File: src/hw/rtl/stanley_pkg.sv
// Shared types and constants for the Stanley steering law pipeline.
`timescale 1ns / 1ps
`default_nettype none

package stanley_pkg;

    // CORDIC datapath widths: magnitudes stay below 2^32 after gain growth
    localparam int X_W = 34;
    localparam int Z_W = 20;

    localparam int CFG_INDEX_W = 4;
    localparam int CFG_DATA_W  = 16;

    localparam logic [CFG_INDEX_W-1:0] REG_GAIN  = 4'd0;
    localparam logic [CFG_INDEX_W-1:0] REG_LIMIT = 4'd1;

    localparam logic [15:0] GAIN_RESET  = 16'd2048;
    localparam logic [13:0] LIMIT_RESET = 14'd9175;

    // 0.1 m/s in Q8.8 and pi/2 in Q3.13
    localparam logic signed [15:0] SPEED_FLOOR = 16'sd26;
    localparam logic signed [Z_W-1:0] HALF_PI_Q13 = 20'sd12868;

    localparam int ATAN_LEN = 20;

    // atan(2^-i) in radians * 2^16
    localparam logic [16:0] ATAN_Q16 [0:ATAN_LEN-1] = '{
        17'd51472, 17'd30385, 17'd16055, 17'd8150, 17'd4091,
        17'd2047,  17'd1024,  17'd512,   17'd256,  17'd128,
        17'd64,    17'd32,    17'd16,    17'd8,    17'd4,
        17'd2,     17'd1,     17'd0,     17'd0,    17'd0
    };

    typedef struct packed {
        logic signed [X_W-1:0] x;
        logic signed [X_W-1:0] y;
        logic signed [Z_W-1:0] z;
        logic                  neg;
        logic                  zero;
        logic signed [15:0]    head;
    } cordic_t;

endpackage

`default_nettype wire

File: src/hw/rtl/stanley_prep.sv
// Front end: speed floor, gain multiply, then numerator magnitude and sign.
`timescale 1ns / 1ps
`default_nettype none

module stanley_prep
    import stanley_pkg::*;
(
    input  wire logic               clk,
    input  wire logic               rst_n,
    input  wire logic [15:0]        gain,
    input  wire logic               in_valid,
    output logic                    in_ready,
    input  wire logic signed [15:0] heading_error,
    input  wire logic signed [15:0] lateral_error,
    input  wire logic signed [15:0] vehicle_speed,
    output logic                    out_valid,
    input  wire logic               out_ready,
    output cordic_t                 out_data
);

    logic                  a_valid_reg;
    logic                  a_ready;
    logic signed [32:0]    prod_reg;
    logic signed [32:0]    prod_next;
    logic signed [15:0]    spd_reg;
    logic signed [15:0]    spd_next;
    logic signed [15:0]    head_reg;
    logic                  b_valid_reg;
    logic                  b_ready;
    cordic_t               b_data_reg;
    cordic_t               b_data_next;
    logic signed [16:0]    gain_s;
    logic signed [32:0]    mag;

    assign b_ready  = !b_valid_reg || out_ready;
    assign a_ready  = !a_valid_reg || b_ready;
    assign in_ready = a_ready;

    always_comb
    begin
        gain_s    = $signed({1'b0, gain});
        prod_next = 33'(gain_s) * 33'(lateral_error);
        spd_next  = (vehicle_speed < SPEED_FLOOR) ? SPEED_FLOOR : vehicle_speed;
    end

    always_comb
    begin
        mag              = prod_reg[32] ? -prod_reg : prod_reg;
        b_data_next.x    = {{(X_W-28){spd_reg[15]}}, spd_reg, 12'd0};
        b_data_next.y    = {{(X_W-33){mag[32]}}, mag};
        b_data_next.z    = '0;
        b_data_next.neg  = prod_reg[32];
        b_data_next.zero = (prod_reg == '0);
        b_data_next.head = head_reg;
    end

    always_ff @(posedge clk or negedge rst_n)
    begin
        if (!rst_n)
        begin
            a_valid_reg <= 1'b0;
            b_valid_reg <= 1'b0;
        end
        else
        begin
            if (a_ready)
                a_valid_reg <= in_valid;
            if (b_ready)
                b_valid_reg <= a_valid_reg;
        end
    end

    always_ff @(posedge clk)
    begin
        if (a_ready && in_valid)
        begin
            prod_reg <= prod_next;
            spd_reg  <= spd_next;
            head_reg <= heading_error;
        end
        if (b_ready && a_valid_reg)
            b_data_reg <= b_data_next;
    end

    assign out_valid = b_valid_reg;
    assign out_data  = b_data_reg;

endmodule

`default_nettype wire

File: src/hw/rtl/stanley_cordic_stage.sv
// One vectoring CORDIC iteration with its own pipeline register.
`timescale 1ns / 1ps
`default_nettype none

module stanley_cordic_stage
    import stanley_pkg::*;
#(
    parameter int STEP = 0
)
(
    input  wire logic    clk,
    input  wire logic    rst_n,
    input  wire logic    in_valid,
    output logic         in_ready,
    input  wire cordic_t in_data,
    output logic         out_valid,
    input  wire logic    out_ready,
    output cordic_t      out_data
);

    logic                  valid_reg;
    cordic_t               data_reg;
    cordic_t               data_next;
    logic signed [X_W-1:0] xs;
    logic signed [X_W-1:0] ys;
    logic signed [Z_W-1:0] angle;

    assign in_ready = !valid_reg || out_ready;

    always_comb
    begin
        xs        = in_data.x >>> STEP;
        ys        = in_data.y >>> STEP;
        angle     = $signed({{(Z_W-17){1'b0}}, ATAN_Q16[STEP]});
        data_next = in_data;
        // rotate toward the x axis: clockwise while y is non-negative
        if (!in_data.y[X_W-1])
        begin
            data_next.x = in_data.x + ys;
            data_next.y = in_data.y - xs;
            data_next.z = in_data.z + angle;
        end
        else
        begin
            data_next.x = in_data.x - ys;
            data_next.y = in_data.y + xs;
            data_next.z = in_data.z - angle;
        end
    end

    always_ff @(posedge clk or negedge rst_n)
    begin
        if (!rst_n)
            valid_reg <= 1'b0;
        else if (in_ready)
            valid_reg <= in_valid;
    end

    always_ff @(posedge clk)
    begin
        if (in_ready && in_valid)
            data_reg <= data_next;
    end

    assign out_valid = valid_reg;
    assign out_data  = data_reg;

endmodule

`default_nettype wire

File: src/hw/rtl/stanley_post.sv
// Back end: round the CORDIC angle, restore sign, combine with heading, clamp.
`timescale 1ns / 1ps
`default_nettype none

module stanley_post
    import stanley_pkg::*;
(
    input  wire logic        clk,
    input  wire logic        rst_n,
    input  wire logic [13:0] limit,
    input  wire logic        in_valid,
    output logic             in_ready,
    input  wire cordic_t     in_data,
    output logic             out_valid,
    input  wire logic        out_ready,
    output logic [14:0]      steer_angle
);

    logic                  c_valid_reg;
    logic                  c_ready;
    logic signed [14:0]    angle_reg;
    logic signed [14:0]    angle_next;
    logic signed [15:0]    head_reg;
    logic signed [Z_W-1:0] rounded;
    logic signed [Z_W-1:0] mag;
    logic                  d_valid_reg;
    logic                  d_ready;
    logic signed [14:0]    steer_reg;
    logic signed [14:0]    steer_next;
    logic signed [16:0]    sum;
    logic signed [16:0]    lim;

    assign d_ready  = !d_valid_reg || out_ready;
    assign c_ready  = !c_valid_reg || d_ready;
    assign in_ready = c_ready;

    always_comb
    begin
        rounded = (in_data.z + 20'sd4) >>> 3;
        if (in_data.zero || in_data.z[Z_W-1])
            mag = '0;
        else if (rounded > HALF_PI_Q13)
            mag = HALF_PI_Q13;
        else
            mag = rounded;
        angle_next = in_data.neg ? -mag[14:0] : mag[14:0];
    end

    always_comb
    begin
        sum = -{head_reg[15], head_reg} - {{2{angle_reg[14]}}, angle_reg};
        lim = $signed({3'b000, limit});
        if (sum > lim)
            steer_next = lim[14:0];
        else if (sum < -lim)
            steer_next = -lim[14:0];
        else
            steer_next = sum[14:0];
    end

    always_ff @(posedge clk or negedge rst_n)
    begin
        if (!rst_n)
        begin
            c_valid_reg <= 1'b0;
            d_valid_reg <= 1'b0;
        end
        else
        begin
            if (c_ready)
                c_valid_reg <= in_valid;
            if (d_ready)
                d_valid_reg <= c_valid_reg;
        end
    end

    always_ff @(posedge clk)
    begin
        if (c_ready && in_valid)
        begin
            angle_reg <= angle_next;
            head_reg  <= in_data.head;
        end
        if (d_ready && c_valid_reg)
            steer_reg <= steer_next;
    end

    assign out_valid   = d_valid_reg;
    assign steer_angle = steer_reg;

endmodule

`default_nettype wire

File: src/hw/rtl/stanley_steering_law_core.sv
// Stanley steering law core: top level with configuration registers.
//
// Computes steer = -heading_error - atan2(gain * lateral_error, max(speed, 0.1)),
// clamped to +/- steer_limit, in Q3.13 radians. The datapath is a fully
// pipelined vectoring CORDIC with one register stage per iteration, so the
// core accepts one item every clock cycle unless the output stalls. The
// pipeline has two front-end stages (gain multiply, magnitude), one stage per
// CORDIC iteration, and two back-end stages (rounding, heading sum and clamp).
// Backpressure on the output stalls only full stages; bubbles still close up.
// Write configuration only while the pipeline is empty.
`timescale 1ns / 1ps
`default_nettype none

module stanley_steering_law_core
    import stanley_pkg::*;
#(
    parameter int CORDIC_STEPS = 14
)
(
    input  wire logic                   clk,
    input  wire logic                   rst_n,
    input  wire logic                   s_tvalid,
    output logic                        s_tready,
    // [15:0] heading_error, [31:16] lateral_error, [47:32] vehicle_speed
    input  wire logic [47:0]            s_tdata,
    output logic                        m_tvalid,
    input  wire logic                   m_tready,
    // [14:0] steer_angle, [15] zero
    output logic [15:0]                 m_tdata,
    input  wire logic                   cfg_valid,
    output logic                        cfg_ready,
    input  wire logic [CFG_INDEX_W-1:0] cfg_index,
    input  wire logic [CFG_DATA_W-1:0]  cfg_data
);

    logic [15:0] gain_reg;
    logic [13:0] limit_reg;
    logic [14:0] steer_angle;

    cordic_t chain_data  [0:CORDIC_STEPS];
    logic    chain_valid [0:CORDIC_STEPS];
    logic    chain_ready [0:CORDIC_STEPS];

    assign cfg_ready = 1'b1;

    always_ff @(posedge clk or negedge rst_n)
    begin
        if (!rst_n)
        begin
            gain_reg  <= GAIN_RESET;
            limit_reg <= LIMIT_RESET;
        end
        else if (cfg_valid)
        begin
            unique case (cfg_index)
                REG_GAIN:  gain_reg  <= cfg_data;
                REG_LIMIT: limit_reg <= cfg_data[13:0];
                default:   ;
            endcase
        end
    end

    stanley_prep u_prep (
        .clk           (clk),
        .rst_n         (rst_n),
        .gain          (gain_reg),
        .in_valid      (s_tvalid),
        .in_ready      (s_tready),
        .heading_error (s_tdata[15:0]),
        .lateral_error (s_tdata[31:16]),
        .vehicle_speed (s_tdata[47:32]),
        .out_valid     (chain_valid[0]),
        .out_ready     (chain_ready[0]),
        .out_data      (chain_data[0])
    );

    for (genvar i = 0; i < CORDIC_STEPS; i++)
    begin : g_cordic
        stanley_cordic_stage #(
            .STEP (i)
        ) u_stage (
            .clk       (clk),
            .rst_n     (rst_n),
            .in_valid  (chain_valid[i]),
            .in_ready  (chain_ready[i]),
            .in_data   (chain_data[i]),
            .out_valid (chain_valid[i+1]),
            .out_ready (chain_ready[i+1]),
            .out_data  (chain_data[i+1])
        );
    end

    stanley_post u_post (
        .clk         (clk),
        .rst_n       (rst_n),
        .limit       (limit_reg),
        .in_valid    (chain_valid[CORDIC_STEPS]),
        .in_ready    (chain_ready[CORDIC_STEPS]),
        .in_data     (chain_data[CORDIC_STEPS]),
        .out_valid   (m_tvalid),
        .out_ready   (m_tready),
        .steer_angle (steer_angle)
    );

    assign m_tdata = {1'b0, steer_angle};

    // an empty output stage leaves the whole pipeline free to take an item
    assert property (@(posedge clk) disable iff (!rst_n)
        !m_tvalid |-> s_tready)
        else $error("input stalled while output stage is empty");

    // the floored speed keeps the CORDIC x input strictly positive
    assert property (@(posedge clk) disable iff (!rst_n)
        chain_valid[0] |-> (!chain_data[0].x[X_W-1] && chain_data[0].x != '0))
        else $error("CORDIC x input not positive");

    // x only grows through the iterations; a sign flip means overflow
    assert property (@(posedge clk) disable iff (!rst_n)
        chain_valid[CORDIC_STEPS] |-> !chain_data[CORDIC_STEPS].x[X_W-1])
        else $error("CORDIC x overflowed");

endmodule

`default_nettype wire
File: config.mk
export PLATFORM = sky130hd
export DESIGN_NAME = stanley_steering_law_core
export DESIGN_NICKNAME = d
export VERILOG_FILES = /design/src/hw/rtl/stanley_pkg.sv /design/src/hw/rtl/stanley_prep.sv /design/src/hw/rtl/stanley_cordic_stage.sv /design/src/hw/rtl/stanley_post.sv /design/src/hw/rtl/stanley_steering_law_core.sv
export SDC_FILE = /design/constraint.sdc
export NUM_CORES = 2
export LEC_CHECK = 0
export ABC_AREA = 1
export BUFFER_PORTS_ARGS = -buffer_cell sky130_fd_sc_hd__buf_2
export CORE_MARGIN = 4
export CORE_UTILIZATION = 59
export CTS_BUF_LIST = sky130_fd_sc_hd__clkbuf_16
export DETAILED_ROUTE_END_ITERATION = 6
export HOLD_SLACK_MARGIN = 0.1
export PLACE_DENSITY = 0.8
export SKIP_LAST_GASP = 1
export SLEW_MARGIN = 20
export SYNTH_ARGS = -nofsm -noshare
export SYNTH_HDL_FRONTEND = slang
export SYNTH_SLANG_ARGS = --single-unit
File: constraint.sdc
create_clock -name clk -period 6.8 [get_ports clk]
set_input_delay 0.34 -clock clk [delete_from_list [all_inputs] [get_ports clk]]
set_output_delay 0.34 -clock clk [all_outputs]
set_load 0.01 [all_outputs]
==> metrics.md <==
| Metric | Value |
|---|---|
| Cts bufs inserted | `166` |
| Final Cycle Share | `93.23%` |
| Post-synthesis sequential area ratio | `37.63%` |
| IO buf count | `89` |
| Max Clk Rate | `157.7 MHz` |
| Crit-path cells | `nand2_1, fa_1, inv_1, fa_1, inv_1, fa_1, inv_1, fa_1, fa_1, inv_1, fa_1, inv_1, ha_1, a21oi_1, o21ai_0, a21oi_1, o21ai_0, a21boi_1, o21ai_0, nand2_1, inv_1, o21bai_1, nand2_1` |
| Area of the multi-input gates | `67970 um2` |
| Post-synth EDFFs | `1471` |
| Max-slew headroom | `22.45%` |
| DR pass1 iterations | `7` |
| Largest net degree at the start of global routing | `106` |
| Crit. End Element | `flop` |
| R2R Path Start | `gain_reg[5]` |
| Layout area overhead | `8.398%` |
| Largest register FFs | `1293` |
| I/O pin cnt | `92` |
| CP Buf/Inv Count | `6` |
| Storage element area | `45390 um2` |
| Die height | `460.2 um` |
| DR iter-0 viols | `10.92k` |
| CP required | `7.39 ns` |
| Yosys reg bits | `1519` |
| CTS root buf | `clkbuf_16` |
| Crit-path leading delay family | `adder cells` |
| Most frequent cells in the layout | `nand2_1, inv_1, edfxtp_1` |
| Ys async rst share | `3.160%` |
| Critical path launch point | `gain_reg[5]` |
| Max incr delay on CP | `0.74 ns` |
| GRT Total Usage | `30.16%` |
| Fill count | `16.62k` |
| DRT antenna net count | `0` |
| Setup_tns | `0 ns` |
| Synthesis Warnings | `0` |
| Synthesized instance count | `13.71k` |
| CP max stage cell | `dfrtp_1` |
| Unique cell type count in the Yosys netlist | `67` |
| CP Launch Type | `flop` |
| Vias per cell | `5.840` |
| Worst min path class | `primary input to async pin` |
| Core area | `202700 um2` |
| Final net count | `15.42k` |
| Status | `finished, final reports clean` |
| Initial Utilization | `59.50%` |
| CP Max Fanout | `13` |
| DP HPWL | `259300 um` |
| Sink Count | `1519` |
| Via count | `97.70k` |
| Routed wire length | `325500 um` |
| First-pass GRT wire length | `508800 um` |
| Critical Path AT | `6.93 ns` |
| Clock Skew | `0.04857 ns` |
| Clock slew at reported path FFs | `0.07 ns` |
| Mean Syn Cell Area | `8.797 um2` |
| Initial antenna violation count | `7` |
| Gr ovfl total | `0` |
| Critical path type | `flop to flop` |
| Die area | `211700 um2` |
| Gpl congestion | `1.011` |
| Max-slew violations | `0` |
| Worst slew pin tran | `1.156 ns` |
| CTS tree | `done` |
| Clk buf depth | `3` |
| # setup viols final | `0` |
| Die X | `460.2 um` |
| Vias in the first global route | `92.28k` |
| Final count of hold timing violations | `0` |
| Mapped cell area | `120600 um2` |
| Clock latency on the worst-skew pair | `0.85 ns` |
| Min Tclk post-route | `6.340 ns` |
| Share of post-route cells with drive strength above 1 | `4.192%` |
| Commonest non-fill, non-tap cell in the layout | `nand2_1` |
| Max_cap viols | `0` |
| DRC Markers | `0` |
| Postcts setup bufs | `0` |
| H-tree Lvls | `4` |
| Site Rows | `165` |
| DR WL/cell | `19.46 um` |
| RSZ-0062 raised after global routing | `false` |
| Ys flop type | `edfxtp_1` |
## final timing paths
kind,cells past startpoint,slack (ns),endpoint
setup / recovery,23,0.46,u_prep.prod_reg[25]
hold / removal,3,0.17,gain_reg[14]
setup reg to reg,23,0.46,u_prep.prod_reg[25]
hold reg to reg,0,0.40,g_cordic[4].u_stage.out_data[6]
max in group asynchronous,3,6.11,gain_reg[8]
min in group clk,3,0.18,u_prep.spd_reg[1]
## synth_stat cells (26+ instances only)
master | number | share of area, %
dfrtp_1 | 38 | 0.79
o22ai_1 | 26 | 0.13
o31ai_1 | 48 | 0.30
nor4_1 | 110 | 0.57
edfxtp_1 | 1471 | 37
o21bai_1 | 41 | 0.26
a21oi_1 | 1218 | 5.1
o211ai_1 | 29 | 0.18
xnor2_1 | 486 | 3.5
ha_1 | 1201 | 12
fa_1 | 232 | 3.9
nand3_1 | 444 | 1.8
nor3_1 | 208 | 0.86
clkbuf_1 | 173 | 0.54
xor2_1 | 1104 | 8.0
nand4_1 | 172 | 0.89
inv_1 | 1754 | 5.5
nand2_1 | 2092 | 6.5
a21o_1 | 72 | 0.45
o21a_1 | 164 | 1.0
a221oi_1 | 53 | 0.38
or2_2 | 68 | 0.35
nor2_1 | 1311 | 4.1
a21boi_0 | 34 | 0.21
a31oi_1 | 71 | 0.37
o21ai_0 | 833 | 3.5
## repair_timing
action	CTS	global route
endpoints found under the hold margin	117	0
setup endpoints to repair	0	1
gates resized for setup	0	2
hold buffers	65	0
## final cells by class
cell class	count	area share (%)
multi-input combinational	10240	51.99
clock buffer	166	3.177
timing repair buffer	226	1.271
clock inverter	138	1.210
inverter	1765	5.078
sequential	1519	34.71
antenna	4	0.007656
tap	2672	2.557
## per-layer routing
| layer | up-vias | share of wire [%] | global-route usage [%] |
|---|---|---|---|
| li1 | 47220 | - | - |
| met1 | 45710 | 42 | 41.29 |
| met2 | 4129 | 46 | 48.96 |
| met3 | 632 | 8.3 | 4.973 |
| met4 | 6 | 3.5 | 9.923 |
| met5 | - | 0.010 | 0 |
## worst min-delay path, cell delays in order
cell and delay (ns):
dlygate4sd3_1 0.53, buf_2 0.10, buf_4 0.54
## per-stage QoR
stage          cell area [um2]  hold slack, ns  worst slack, ns  util, %  std cells
3_3_place_gp            124300          0.4005           0.4945    61.33      16360
4_1_cts                 130700          0.1072           0.4903    64.48      16720
2_1_floorplan           120600         0.04441          0.08250        -      13710
6_report                130800          0.1706           0.4602    64.49      16730
5_1_grt                 130700          0.1812         0.009091    64.49      16730
3_5_place_dp            124300          0.4045           0.4893    61.33      16360
## cell families (layout without fill, tap and decap cells)
logic type | after synthesis | count (layout) | synth area share, %
other | 2 | 7 | 0.006226
muxes | 4 | 4 | 0.03527
xor gates and xnor gates | 1590 | 1590 | 11.55
DFF | 1519 | 1519 | 37.63
AOI/OAI and AO/OA | 2709 | 2709 | 12.61
and+or+nand+nor | 4499 | 4499 | 15.76
buffers and inverters | 1956 | 2295 | 6.099
adders and majority gates | 1433 | 1433 | 16.31
Power is not shown: default switching activity piles up to over one toggle a cycle in this logic, so the estimate is an artifact.
